--- src/rtl/core/jppi_pkg.sv ---
package jppi_pkg;

    localparam int CHAR_W    = 21;
    localparam int DEPTH_W   = 4;
    localparam int SPACE_W   = 6;
    localparam int QUEUE_DEPTH = 4;
    localparam int QPTR_W    = 2;
    localparam int QCNT_W    = 3;

    localparam logic [CHAR_W-1:0] CH_TAB     = 21'h00009;
    localparam logic [CHAR_W-1:0] CH_NL      = 21'h0000A;
    localparam logic [CHAR_W-1:0] CH_CR      = 21'h0000D;
    localparam logic [CHAR_W-1:0] CH_SPACE   = 21'h00020;
    localparam logic [CHAR_W-1:0] CH_QUOTE   = 21'h00022;
    localparam logic [CHAR_W-1:0] CH_COMMA   = 21'h0002C;
    localparam logic [CHAR_W-1:0] CH_COLON   = 21'h0003A;
    localparam logic [CHAR_W-1:0] CH_LBRACK  = 21'h0005B;
    localparam logic [CHAR_W-1:0] CH_BSLASH  = 21'h0005C;
    localparam logic [CHAR_W-1:0] CH_RBRACK  = 21'h0005D;
    localparam logic [CHAR_W-1:0] CH_LBRACE  = 21'h0007B;
    localparam logic [CHAR_W-1:0] CH_RBRACE  = 21'h0007D;

    typedef logic [2:0] cmd_kind_t;

    localparam cmd_kind_t CMD_PASS  = 3'd0;
    localparam cmd_kind_t CMD_OPEN  = 3'd1;
    localparam cmd_kind_t CMD_CLOSE = 3'd2;
    localparam cmd_kind_t CMD_COMMA = 3'd3;
    localparam cmd_kind_t CMD_COLON = 3'd4;

    typedef struct packed {
        cmd_kind_t            kind;
        logic [CHAR_W-1:0]    ch;
        logic [SPACE_W-1:0]   spaces;
    } cmd_t;

endpackage

--- src/rtl/core/json_pretty_print_indenter_core.sv ---
// Pretty-prints compact JSON one code point per input item. The back end
// writes one output character per cycle while out_stall is low, so an ordinary
// character yields one output character, a colon in spaced mode three, and a
// bracket or comma two plus INDENT_WIDTH spaces per nesting level. A four-entry
// command queue sits between the classifier and the output sequencer; in_stall
// rises only when that queue is full. Whitespace outside strings is dropped and
// produces no output. Nesting depth saturates at 0 and MAX_DEPTH.
module json_pretty_print_indenter_core
    import jppi_pkg::*;
#(
    parameter int MAX_DEPTH    = 15,
    parameter int INDENT_WIDTH = 4
)
(
    input  logic              clk,
    input  logic              rst_n,
    input  logic              cfg_wr_en,
    input  logic              cfg_wr_data,
    input  logic              in_valid,
    output logic              in_stall,
    input  logic [CHAR_W-1:0] in_char,
    output logic              out_valid,
    input  logic              out_stall,
    output logic [CHAR_W-1:0] out_char,
    output logic              last
);

    logic accept;
    logic push;
    cmd_t push_cmd;
    logic full;
    logic pop;
    logic head_valid;
    cmd_t head_cmd;

    assign in_stall = full;
    assign accept   = in_valid && !full;

    jppi_front #(
        .MAX_DEPTH    (MAX_DEPTH),
        .INDENT_WIDTH (INDENT_WIDTH)
    ) u_front (
        .clk         (clk),
        .rst_n       (rst_n),
        .cfg_wr_en   (cfg_wr_en),
        .cfg_wr_data (cfg_wr_data),
        .accept      (accept),
        .in_char     (in_char),
        .push        (push),
        .cmd         (push_cmd)
    );

    jppi_queue u_queue (
        .clk        (clk),
        .rst_n      (rst_n),
        .push       (push),
        .push_cmd   (push_cmd),
        .pop        (pop),
        .full       (full),
        .head_valid (head_valid),
        .head_cmd   (head_cmd)
    );

    jppi_back u_back (
        .clk        (clk),
        .rst_n      (rst_n),
        .head_valid (head_valid),
        .head_cmd   (head_cmd),
        .pop        (pop),
        .out_valid  (out_valid),
        .out_stall  (out_stall),
        .out_char   (out_char),
        .last       (last)
    );

endmodule

--- src/rtl/core/jppi_front.sv ---
module jppi_front
    import jppi_pkg::*;
#(
    parameter int MAX_DEPTH    = 15,
    parameter int INDENT_WIDTH = 4
)
(
    input  logic              clk,
    input  logic              rst_n,
    input  logic              cfg_wr_en,
    input  logic              cfg_wr_data,
    input  logic              accept,
    input  logic [CHAR_W-1:0] in_char,
    output logic              push,
    output cmd_t              cmd
);

    localparam logic [DEPTH_W-1:0] MAX_D  = DEPTH_W'(MAX_DEPTH);
    localparam logic [SPACE_W-1:0] IND_W  = SPACE_W'(INDENT_WIDTH);

    logic               escape_reg, escape_next;
    logic               string_reg, string_next;
    logic [DEPTH_W-1:0] depth_reg, depth_next;
    logic               colon_spaced_reg;
    logic               emit;
    cmd_kind_t          kind;

    always_comb
    begin
        escape_next = escape_reg;
        string_next = string_reg;
        depth_next  = depth_reg;
        emit        = 1'b1;
        kind        = CMD_PASS;
        if (escape_reg)
        begin
            escape_next = 1'b0;
        end
        else if (in_char == CH_BSLASH)
        begin
            escape_next = 1'b1;
        end
        else if (in_char == CH_QUOTE)
        begin
            string_next = !string_reg;
        end
        else if (string_reg)
        begin
            kind = CMD_PASS;
        end
        else if (in_char == CH_LBRACE || in_char == CH_LBRACK)
        begin
            kind = CMD_OPEN;
            if (depth_reg < MAX_D)
            begin
                depth_next = depth_reg + 1'b1;
            end
        end
        else if (in_char == CH_RBRACE || in_char == CH_RBRACK)
        begin
            kind = CMD_CLOSE;
            if (depth_reg != '0)
            begin
                depth_next = depth_reg - 1'b1;
            end
        end
        else if (in_char == CH_COMMA)
        begin
            kind = CMD_COMMA;
        end
        else if (in_char == CH_COLON)
        begin
            kind = colon_spaced_reg ? CMD_COLON : CMD_PASS;
        end
        else if (in_char == CH_SPACE || (in_char >= CH_TAB && in_char <= CH_CR))
        begin
            emit = 1'b0;
        end
    end

    assign push       = accept && emit;
    assign cmd.kind   = kind;
    assign cmd.ch     = in_char;
    assign cmd.spaces = SPACE_W'(depth_next) * IND_W;

    always_ff @(posedge clk or negedge rst_n)
    begin
        if (!rst_n)
        begin
            escape_reg       <= 1'b0;
            string_reg       <= 1'b0;
            depth_reg        <= '0;
            colon_spaced_reg <= 1'b0;
        end
        else
        begin
            if (accept)
            begin
                escape_reg <= escape_next;
                string_reg <= string_next;
                depth_reg  <= depth_next;
            end
            if (cfg_wr_en)
            begin
                colon_spaced_reg <= cfg_wr_data;
            end
        end
    end

endmodule

--- src/rtl/core/jppi_queue.sv ---
module jppi_queue
    import jppi_pkg::*;
(
    input  logic clk,
    input  logic rst_n,
    input  logic push,
    input  cmd_t push_cmd,
    input  logic pop,
    output logic full,
    output logic head_valid,
    output cmd_t head_cmd
);

    cmd_t              mem_reg [QUEUE_DEPTH];
    logic [QPTR_W-1:0] wr_ptr_reg;
    logic [QPTR_W-1:0] rd_ptr_reg;
    logic [QCNT_W-1:0] count_reg, count_next;

    assign full       = (count_reg == QCNT_W'(QUEUE_DEPTH));
    assign head_valid = (count_reg != '0);
    assign head_cmd   = mem_reg[rd_ptr_reg];

    always_comb
    begin
        count_next = count_reg;
        if (push && !pop)
        begin
            count_next = count_reg + 1'b1;
        end
        else if (pop && !push)
        begin
            count_next = count_reg - 1'b1;
        end
    end

    always_ff @(posedge clk or negedge rst_n)
    begin
        if (!rst_n)
        begin
            wr_ptr_reg <= '0;
            rd_ptr_reg <= '0;
            count_reg  <= '0;
        end
        else
        begin
            if (push)
            begin
                wr_ptr_reg <= wr_ptr_reg + 1'b1;
            end
            if (pop)
            begin
                rd_ptr_reg <= rd_ptr_reg + 1'b1;
            end
            count_reg <= count_next;
        end
    end

    always_ff @(posedge clk)
    begin
        if (push)
        begin
            mem_reg[wr_ptr_reg] <= push_cmd;
        end
    end

endmodule

--- src/rtl/core/jppi_back.sv ---
module jppi_back
    import jppi_pkg::*;
(
    input  logic              clk,
    input  logic              rst_n,
    input  logic              head_valid,
    input  cmd_t              head_cmd,
    output logic              pop,
    output logic              out_valid,
    input  logic              out_stall,
    output logic [CHAR_W-1:0] out_char,
    output logic              last
);

    localparam logic [1:0] ST_FIRST  = 2'd0;
    localparam logic [1:0] ST_SECOND = 2'd1;
    localparam logic [1:0] ST_SPACES = 2'd2;
    localparam logic [1:0] ST_TAIL   = 2'd3;

    logic [1:0]         st_reg, st_next;
    logic [SPACE_W-1:0] sp_cnt_reg, sp_cnt_next;
    logic               out_valid_reg;
    logic [CHAR_W-1:0]  out_char_reg;
    logic               last_reg;
    logic               emit;
    logic [CHAR_W-1:0]  cur_char;
    logic               cur_last;
    logic               no_spaces;
    logic               spaces_done;

    assign emit        = head_valid && (!out_valid_reg || !out_stall);
    assign no_spaces   = (head_cmd.spaces == '0);
    assign spaces_done = (sp_cnt_reg == head_cmd.spaces - 1'b1);

    always_comb
    begin
        cur_char    = head_cmd.ch;
        cur_last    = 1'b0;
        st_next     = st_reg;
        sp_cnt_next = sp_cnt_reg;
        unique case (st_reg)
            ST_FIRST:
            begin
                sp_cnt_next = '0;
                unique case (head_cmd.kind)
                    CMD_OPEN, CMD_COMMA:
                    begin
                        st_next = ST_SECOND;
                    end
                    CMD_CLOSE:
                    begin
                        cur_char = CH_NL;
                        st_next  = no_spaces ? ST_TAIL : ST_SPACES;
                    end
                    CMD_COLON:
                    begin
                        cur_char = CH_SPACE;
                        st_next  = ST_SECOND;
                    end
                    default:
                    begin
                        cur_last = 1'b1;
                    end
                endcase
            end
            ST_SECOND:
            begin
                if (head_cmd.kind == CMD_COLON)
                begin
                    cur_char = CH_COLON;
                    st_next  = ST_TAIL;
                end
                else
                begin
                    cur_char = CH_NL;
                    if (no_spaces)
                    begin
                        cur_last = 1'b1;
                        st_next  = ST_FIRST;
                    end
                    else
                    begin
                        st_next = ST_SPACES;
                    end
                end
            end
            ST_SPACES:
            begin
                cur_char    = CH_SPACE;
                sp_cnt_next = sp_cnt_reg + 1'b1;
                if (spaces_done)
                begin
                    if (head_cmd.kind == CMD_CLOSE)
                    begin
                        st_next = ST_TAIL;
                    end
                    else
                    begin
                        cur_last = 1'b1;
                        st_next  = ST_FIRST;
                    end
                end
            end
            ST_TAIL:
            begin
                cur_char = (head_cmd.kind == CMD_COLON) ? CH_SPACE : head_cmd.ch;
                cur_last = 1'b1;
                st_next  = ST_FIRST;
            end
            default:
            begin
                st_next = ST_FIRST;
            end
        endcase
    end

    assign pop       = emit && cur_last;
    assign out_valid = out_valid_reg;
    assign out_char  = out_char_reg;
    assign last      = last_reg;

    always_ff @(posedge clk or negedge rst_n)
    begin
        if (!rst_n)
        begin
            st_reg        <= ST_FIRST;
            sp_cnt_reg    <= '0;
            out_valid_reg <= 1'b0;
        end
        else
        begin
            if (emit)
            begin
                st_reg        <= st_next;
                sp_cnt_reg    <= sp_cnt_next;
                out_valid_reg <= 1'b1;
            end
            else if (!out_stall)
            begin
                out_valid_reg <= 1'b0;
            end
        end
    end

    always_ff @(posedge clk)
    begin
        if (emit)
        begin
            out_char_reg <= cur_char;
            last_reg     <= cur_last;
        end
    end

endmodule

--- config.mk ---
export PLATFORM = sky130hd
export DESIGN_NAME = json_pretty_print_indenter_core
export DESIGN_NICKNAME = d
export VERILOG_FILES = /design/src/rtl/core/jppi_pkg.sv /design/src/rtl/core/json_pretty_print_indenter_core.sv /design/src/rtl/core/jppi_front.sv /design/src/rtl/core/jppi_queue.sv /design/src/rtl/core/jppi_back.sv
export SDC_FILE = /design/constraint.sdc
export NUM_CORES = 1
export LEC_CHECK = 0
export BUFFER_PORTS_ARGS = -buffer_cell sky130_fd_sc_hd__buf_2
export CAP_MARGIN = 20
export CORE_MARGIN = 4
export CORE_UTILIZATION = 40
export DETAILED_ROUTE_END_ITERATION = 16
export HOLD_SLACK_MARGIN = 0.1
export PLACE_DENSITY = 0.69
export SETUP_SLACK_MARGIN = 0.02
export SLEW_MARGIN = 20
export SYNTH_ARGS = -nofsm -noshare
export SYNTH_HDL_FRONTEND = slang
export SYNTH_HIERARCHICAL = 1
export SYNTH_SLANG_ARGS = --single-unit
--- constraint.sdc ---
create_clock -name clk -period 4.5 [get_ports clk]
set_input_delay 0 -clock clk [delete_from_list [all_inputs] [get_ports clk]]
set_output_delay 0 -clock clk [all_outputs]
set_load 0.02 [all_outputs]
Word-level counts from Yosys, hierarchy flattened
Memory sizes are Yosys's and may differ from the RTL's.
Index checks and enable logic that the tools add are counted.
- memory bits (writable): 112
- output and inout bits: 24
- memories: 1
- flip-flop bits (word level): 45
- input bits: 27
- reductions and logical operators: 28
- add/subtract/negate cells: 8
- eq/ne operators: 21
- $lt $le $gt $ge: 3
- multiplexer cells: 52
- bitwise gates (word level): 2
- memories (memory ; depth ; bits a word ; read ports ; clocked after memory_dff ; write ports ; RTL line ; source):
    u_queue.mem_reg ; 4 ; 28 ; 1 ; 0 ; 1 ; jppi_queue.sv:14 ; cmd_t mem_reg [QUEUE_DEPTH];
- operators with widths (operator ; count):
    == test 21 x 7 -> 1 bit (second input constant) ; 5
    == test 21 x 6 -> 1 bit (second input constant) ; 4
    one-hot mux 21 bit (4 select lines) ; 1
    one-hot mux 21 bit (2 select lines) ; 1
    two-way mux 3 bit ; 11
    two-way mux 4 bit ; 8
    greater-or-equal comparator 21 x 4 -> 1 bit (second input constant) ; 1
    less-or-equal comparator 21 x 4 -> 1 bit (second input constant) ; 1
    two-way mux 1 bit ; 21
    two-way mux 21 bit ; 1
    one-hot mux 6 bit (2 select lines) ; 1
    two-way mux 2 bit ; 4
    one-hot mux 2 bit (4 select lines) ; 1
    logical AND 1 bit ; 7
    adder 6 x 1 -> 6 bit (second input constant) ; 1
    == test 3 x 2 -> 1 bit (second input constant) ; 2
    == test 3 bit (second input constant) ; 2
    == test 6 bit ; 1
    logical NOT 1 bit ; 6
    logical NOT 6 bit ; 1
    two-way mux 6 bit ; 1
    subtractor 6 x 1 -> 6 bit (second input constant) ; 1
    adder 2 x 1 -> 2 bit (second input constant) ; 2
    adder 4 x 1 -> 4 bit (second input constant) ; 1
    22 further kinds ; 29

Longest topological paths before layout
Gate-level depths: netlist (run 1).
- depth after elaboration: 17
- mapped depth: 17

Modules after synthesis
Netlist (run 1), hierarchy kept.
- modules (own cells, without submodules) (module ; cells an instance ; area an instance (um^2) ; instances ; sequential area each (um^2)):
    jppi_queue ; 191 ; 4764.6 ; 1 ; 3778.6
    jppi_back ; 161 ; 1672.9 ; 1 ; 885.8
    jppi_front ; 136 ; 1101.1 ; 1 ; 175.2
    json_pretty_print_indenter_core ; 1 ; 13.8 ; 1 ; 0.0

Worst setup path before layout (run 1)
No wires, ideal clock.
- path kind: reg2reg
- start point: reg u_queue.rd_ptr_reg[0]
- end point: reg u_queue.count_reg[1]
- arrival time: 3.340 ns
- setup slack: 1.036 ns
- clock period less this slack: 3.464 ns
- stages on the path, launching flop included: 16
- path through: dfrtp_1 buf_6 buf_12 mux4_2 inv_1 ha_1 or3b_1 o31ai_1 a21oi_1 o22ai_2 and2_1 inv_1 ha_1 inv_1 fa_1 mux2_2
- word-level cells in the longest chain between the ends: 9
- elaborated cells between the ends (all ways): 21
- RTL lines (what ; RTL line ; source):
    from (decl) ; jppi_queue.sv:16 ; logic [QPTR_W-1:0] rd_ptr_reg;
    from (signal assigned) ; jppi_queue.sv:52 ; rd_ptr_reg <= rd_ptr_reg + 1'b1;
    memory read (4 x 28 bit) * ; n/a ;
    subtractor 6 x 1 -> 6 bit (tied with other cells) ; jppi_back.sv:33 ; assign spaces_done = (sp_cnt_reg == head_cmd.spaces - 1'b1);
    == test 6 bit (tied with other cells) ; jppi_back.sv:33 ;
    two-way mux 1 bit, on equally long branches ; jppi_back.sv:91, jppi_back.sv:45, jppi_back.sv:68 ;
    one-hot mux 1 bit (4 select lines) * ; jppi_back.sv:41 ; unique case (st_reg)
    net u_back.cur_last ; jppi_back.sv:27 ; logic cur_last;
    logical AND 1 bit * ; jppi_back.sv:117 ; assign pop = emit && cur_last;
    net pop ; json_pretty_print_indenter_core.sv:32 ; logic pop;
    logical NOT 1 bit * ; jppi_queue.sv:26 ; if (push && !pop)
    logical AND 1 bit * ; jppi_queue.sv:26 ;
    two-way mux 3 bit * ; jppi_queue.sv:26 ;
    net u_queue.count_next[1] ; jppi_queue.sv:17 ; logic [QCNT_W-1:0] count_reg, count_next;
    to (signal assigned) ; jppi_queue.sv:54 ; count_reg <= count_next;
    to (decl) ; jppi_queue.sv:17 ;
The timed path passes the listed nets; every way through them passes the cells marked *.
A chain may end at the register's enable or synchronous reset.

==> results of run 1 <==
placed cells by master, fill, tap and decap left out, types with 4 or more instances in the layout:
| cell | n |
|---|---|
| a31oi_1 | 4 |
| nand2_1 | 23 |
| buf_2 | 50 |
| nor2_1 | 21 |
| mux2i_1 | 4 |
| nor3_1 | 15 |
| mux4_2 | 28 |
| dfrtp_1 | 22 |
| o211ai_1 | 5 |
| edfxtp_1 | 142 |
| a21oi_1 | 11 |
| o21ai_0 | 14 |
| nand3_1 | 12 |
| ha_1 | 9 |
| xnor2_1 | 9 |
| nand2b_1 | 6 |
| and2_1 | 22 |
| buf_4 | 6 |
| inv_1 | 18 |
| clkbuf_16 | 17 |
| dlygate4sd3_1 | 26 |
| xor2_1 | 12 |
power by group through the flow:
stage | Combinational [mW] | Sequential (mW) | Clock, mW
2_1_floorplan | 1.14 | 2.25 | 0
3_3_place_gp | 1.41 | 2.23 | 0
3_5_place_dp | 1.46 | 2.25 | 0
4_1_cts | 1.48 | 2.22 | 1.38
5_1_grt | 1.60 | 2.25 | 1.45
6_report | 1.46 | 2.22 | 1.35
critical path: cells and delay by family (launching register included):
kind	cells	cell delay, ps
adder cells (fa/ha/maj)	2	600
AND/OR/NAND/NOR	3	630
multiplexers	2	1060
AO/OA/AOI/OAI	2	300
buffers and inverters	3	610
flip-flops	1	470
final timing paths:
check                                         end  slack, ps
max                          u_queue/count_reg[1]        700
max in group asynchronous   u_queue/rd_ptr_reg[0]       3960
min in group clk           u_queue/mem_reg[3][26]        340
min reg2reg                  u_queue/count_reg[2]        490
min                              u_back/st_reg[0]        130
max reg2reg                  u_queue/count_reg[1]        700
timing repair:
| item | in CTS | in global routing |
|---|---|---|
| hold buffers | 26 | 0 |
| setup buffers | 0 | 0 |
| endpoints found under the hold margin | 117 | 0 |
final cells by class:
type                            count  area [µm²]
Clock buffer                       18         429
Clock inverter                     14         126
Fill cell                        1546        9660
Inverter                           18        67.6
Multi-Input combinational cell    266        2300
Sequential cell                   165        4840
Tap cell                          229         287
Timing Repair Buffer               82         556
logic make-up after synthesis:
group | after synthesis | synth area share [%]
simple gates | 142 | 11.3
mux | 36 | 9.87
fa+ha+maj | 10 | 1.76
compound gates | 55 | 5.09
other cells | 1 | 0.0497
buf+inv | 59 | 5.45
flops | 165 | 64.1
xor+xnor | 21 | 2.44
through the flow:
stage                     total power [mW]  cells  instance area, µm²  worst slack, ps
after floorplan                       3.38    490                7560             1040
after global placement                3.65    734                7790              764
after detailed placement              3.70    734                7790              680
after CTS                             5.07    792                8610              675
after global routing                  5.30    792                8610              442
final                                 5.03    792                8610              704
routing by layer:
layer | share of wire [%] | vias up
li1 | - | 1979
met1 | 44 | 2116
met5 | 0 | -
met2 | 50 | 150
met3 | 4.5 | 27
met4 | 1.7 | 0
==> flow_metrics.py, run 1 <==
metrics = {
    "outcome": {
        "outcome": "finished clean",
    },
    "floorplanning": {
        "initial_utilization_pct": 41.3,
        "die_y_um": 145,
        "die_w_um": 145,
        "fp-row-count": 49,
        "core_um2": 18300,
        "dieArea_um2": 21100,
        "io_pins": 51,
    },
    "yosys": {
        "ys_ff_latch": 165,
        "ys_async_sr_fraction_pct": 13.9,
        "ys.flop_type": "edfxtp_1",
        "synthCells": 489,
        "synth_top_area_share_pct": 56.5,
        "synth.area.top_cells": "edfxtp_1 56%, mux4_2 8.3%, dfrtp_1 7.6%",
        "ys_seq_area_share_pct": 64.1,
        "ys_top_cells_by_count": "142 x edfxtp_1, 28 x mux4_2, 23 x buf_4, 23 x dfrtp_1, 23 x nand2_1",
        "synth.avg_cell_area_um2": 15.4,
        "syn_area_um2": 7550,
        "netlist.top_cell.by_area": "edfxtp_1",
        "ys_warn_count": 6,
        "synth_cell_types": 74,
        "yosysMostFrequentCell": "edfxtp_1",
        "synth-edff-count": 142,
    },
    "pwr": {
        "p_leak_nw": 3.09,
        "peakVddDrop_mv": 0.275,
        "clkPwrFrac_pct": 26.8,
        "intPower_mw": 3.44,
        "power_density_nw_per_um2": 584,
        "switchingPower_mw": 1.59,
        "comb_power_share_pct": 29.1,
        "switching_share_pct": 31.7,
        "seq_power_share_pct": 44.1,
    },
    "clock_network": {
        "tritoncts": "built",
        "clkTransAtPathRegs_ps": 60,
        "clk_latency_ps": 430,
        "ctsLongestPathBuffers": 2,
        "cts_resized": 0,
        "htree_num_levels": 4,
        "cts_buffers": 17,
        "root_buffer": "clkbuf_16",
        "cts_sinks": 165,
    },
    "critical_path": {
        "r2r_cells": 12,
        "slowest_delay_ps": 800,
        "reg2reg_from": "u_queue/rd_ptr_reg[0]",
        "critical_path_class": "reg2reg",
        "path_cells": "buf_4 > mux4_1 > and2b_1 > nand2_1 > a21oi_1 > o22ai_2 > and2_1 > inv_1 > ha_1 > inv_1 > fa_1 > mux2_2",
        "cp-startpoint": "u_queue/rd_ptr_reg[0]",
        "crit_path_start_kind": "flip-flop",
        "crit_slowest_cell": "mux4_1",
        "crit_required_ps": 4810,
        "crit_fanout": 26,
        "arrival_ps": 4110,
        "path_common_cell": "inv_1",
        "crit_path_end_kind": "flip-flop",
    },
    "timing": {
        "worst_pin_slew_ps": 1000,
        "whs_ps": 129,
        "setup_viol": 0,
        "setup_tns_ps": 0,
        "fin_worst_skew_ps": 6.63,
        "rsz0062_at_grt": "no",
        "final_hold_viol_count": 0,
        "period_needed_ps": 3800,
        "maxSlewHeadroom_pct": 33.0,
        "finalCritPeriodShare_pct": 84.3,
        "slew_violations": 0,
        "fmax_ghz": 0.263,
    },
    "routing": {
        "ant_nets": 0,
        "drt-total-wl_um": 14400,
        "vias_per_cell": 5.39,
        "vias": 4272,
        "drt-initial-drc-count": 358,
        "dr.pass1.iters": 5,
        "post_drt_wl_per_cell_um": 18.1,
        "route.detailed.drc": 0,
    },
    "grt": {
        "grt_util_all_layers_pct": 14.0,
        "grt_max_degree": 31,
        "met2_usage_pct": 23.3,
        "grt_pass1_wl_um": 23100,
        "grt_util_met1_pct": 17.7,
        "antenna_found_initial": 0,
        "met3_usage_pct": 2.93,
        "overflow": 0,
        "busiest_layer": "met2",
        "grt_pass1_vias": 4335,
    },
    "layout": {
        "fin_nets": 587,
        "syn2layout_area_growth_pct": 14.0,
        "num_antenna_cells": 0,
        "drive_above_1_share_pct": 23.4,
        "largest_reg_flops": 120,
        "fin_util_pct": 47.1,
    },
    "min_path": {
        "min_path_type": "in2async",
    },
    "placement": {
        "port_buffers": 50,
        "dp_hpwl_um": 9190,
        "place_congestion": 0.861,
    },
    "flow_run": {
        "maxCapViolations": 0,
    },
}
Power figures use the tool's default switching activity.
==> run 2: changes to the inputs <==
- clock period: 4.5 -> 3.75 ns (I/O delays scaled with it)
==> run 2 against run 1 <==
  * Non-clock buffer count rose by 4
  * Combinational power up 23%
  * Register-to-register slack lost 450 ps
  * Global-route usage rose by 0.054 points
  * Hold slack better by 15 ps
  * Final cell count up 0.51%
  * First-iteration DRC count is 2.8% lower
  * Wire length decreased by 0.66%
  * Clock-buffer cell count grew 1
  * Critical path depth rose by 1
  * Clock power up 18%
  * Final area rose by 0.17%
  * Critical endpoint unchanged
  * Highest routed layer unchanged
==> flow_metrics.py, run 2 (synthesis gave the netlist of run 1 again) <==
metrics = {
    "outcome": {
        "outcome": "finished clean",
    },
    "routing": {
        "dr.pass1.iters": 5,
        "route.detailed.drc": 0,
        "vias": 4244,
        "drt-total-wl_um": 14300,
        "post_drt_wl_per_cell_um": 17.9,
        "vias_per_cell": 5.33,
        "ant_nets": 0,
        "drt-initial-drc-count": 348,
    },
    "timing": {
        "setup_ws_ps": 252,
        "final_hold_viol_count": 0,
        "fmax_ghz": 0.286,
        "maxSlewHeadroom_pct": 34.4,
        "slew_violations": 0,
        "worst_pin_slew_ps": 971,
        "finalCritPeriodShare_pct": 93.3,
        "setup_tns_ps": 0,
        "period_needed_ps": 3500,
        "fin_worst_skew_ps": 7.61,
        "setup_viol": 0,
        "rsz0062_at_grt": "no",
    },
    "grt": {
        "grt_util_all_layers_pct": 14.0,
        "grt_pass1_wl_um": 23400,
        "overflow": 0,
        "grt_max_degree": 31,
        "antenna_found_initial": 0,
        "grt_pass1_vias": 4320,
    },
    "critical_path": {
        "crit_family": "multiplexers",
        "reg2reg_from": "u_queue/rd_ptr_reg[0]",
        "critical_path_class": "reg2reg",
        "cp_num_buf_inv": 3,
        "crit_slowest_cell": "mux4_2",
        "path_cells": "mux4_2 > inv_1 > ha_1 > or3b_1 > o31ai_1 > a21oi_1 > o22ai_2 > and2_4 > inv_1 > ha_1 > inv_1 > fa_1 > mux2_2",
        "crit_fanout": 4,
        "crit_path_end_kind": "flip-flop",
        "path_common_cell": "inv_1",
        "crit_required_ps": 4050,
        "slowest_delay_ps": 560,
        "cp-startpoint": "u_queue/rd_ptr_reg[0]",
        "r2r_slack_ps": 250,
        "arrival_ps": 3800,
        "crit_path_start_kind": "flip-flop",
    },
    "placement": {
        "placedInstanceArea_um2": 7830,
        "dp_hpwl_um": 9430,
        "place_congestion": 0.786,
        "dp_slack_ps": 118,
        "port_buffers": 50,
    },
    "clock_network": {
        "cts_buffers": 17,
        "clk_latency_ps": 420,
        "tritoncts": "built",
        "clkTransAtPathRegs_ps": 60,
        "cts_sinks": 165,
        "htree_num_levels": 4,
        "root_buffer": "clkbuf_16",
        "ctsLongestPathBuffers": 2,
        "cts_setup_buffers": 0,
    },
    "floorplanning": {
        "initial_utilization_pct": 41.3,
        "fp-row-count": 49,
        "dieArea_um2": 21100,
        "die_w_um": 145,
        "die_y_um": 145,
        "io_pins": 51,
        "core_um2": 18300,
    },
    "layout": {
        "drive_above_1_share_pct": 24.7,
        "fin_nets": 591,
        "num_antenna_cells": 0,
        "largest_reg_flops": 120,
        "design_area_um2": 8630,
        "syn2layout_area_growth_pct": 14.2,
        "layout_commonest_cell": "edfxtp_1",
        "layout_common_cells": "142 x edfxtp_1, 50 x buf_2, 29 x mux4_2",
    },
    "min_path": {
        "min_path_type": "in2async",
    },
    "pwr": {
        "peakVddDrop_mv": 0.411,
        "p_leak_nw": 3.11,
        "power_density_nw_per_um2": 698,
        "power.total_mw": 6.02,
    },
    "flow_run": {
        "maxCapViolations": 0,
    },
}
[run 2: what timing repair did]
| item | 4_1_cts | 5_1_grt |
|---|---|---|
| endpoints found under the hold margin | 117 | 0 |
| endpoints found under the setup margin | 0 | 1 |
| resized for setup | 0 | 2 |
| hold buffers | 26 | 0 |
[run 2: area by class of cell]
type                            count  area, µm²
Fill cell                        1572       9640
Sequential cell                   165       4840
Multi-Input combinational cell    266       2300
Timing Repair Buffer               86        586
Clock buffer                       19        443
Tap cell                          229        287
Clock inverter                     13       98.8
Inverter                           18       67.6
[run 2: routing by layer]
layer	vias up	GRT usage, %	part of all wire [%]
li1	1983	-	-
met1	2126	19.0	45
met2	119	22.9	49
met3	16	2.65	3.9
met4	0	4.94	1.3
met5	-	0	0
[run 2: final timing paths]
path | endpoint | cells after the start
max | u_queue/count_reg[1] | 13
min | u_queue/count_reg[2] | 2
max reg2reg | u_queue/count_reg[1] | 13
min reg2reg | u_queue/count_reg[2] | 1
max in group asynchronous | u_queue/rd_ptr_reg[0] | 2
min in group clk | u_back/out_valid | 3
[run 2: through the flow]
stage	instances	utilization [%]	hold slack, ps
floorplan	490	-	-296
finish	796	47.2	144
global route	796	47.2	210
global placement	738	42.8	30.9
CTS	796	47.2	170
detailed placement	738	42.8	44.7
[run 2: report_power, final]
group / total [mW] / leakage [nW] / internal [mW] / switching [mW]
Clock: 1.59 / 0.271 / 0.875 / 0.710
Combinational: 1.79 / 1.23 / 0.780 / 1.02
Sequential: 2.64 / 1.61 / 2.45 / 0.188
[run 2: worst register-to-register path, cell delays in order, from the launching register on]
cell and delay, ps:
dfrtp_2 410, mux4_2 560, inv_1 80, ha_1 230
or3b_1 410, o31ai_1 220, a21oi_1 110, o22ai_2 210
and2_4 180, inv_1 40, ha_1 190, inv_1 70
fa_1 400, mux2_2 270
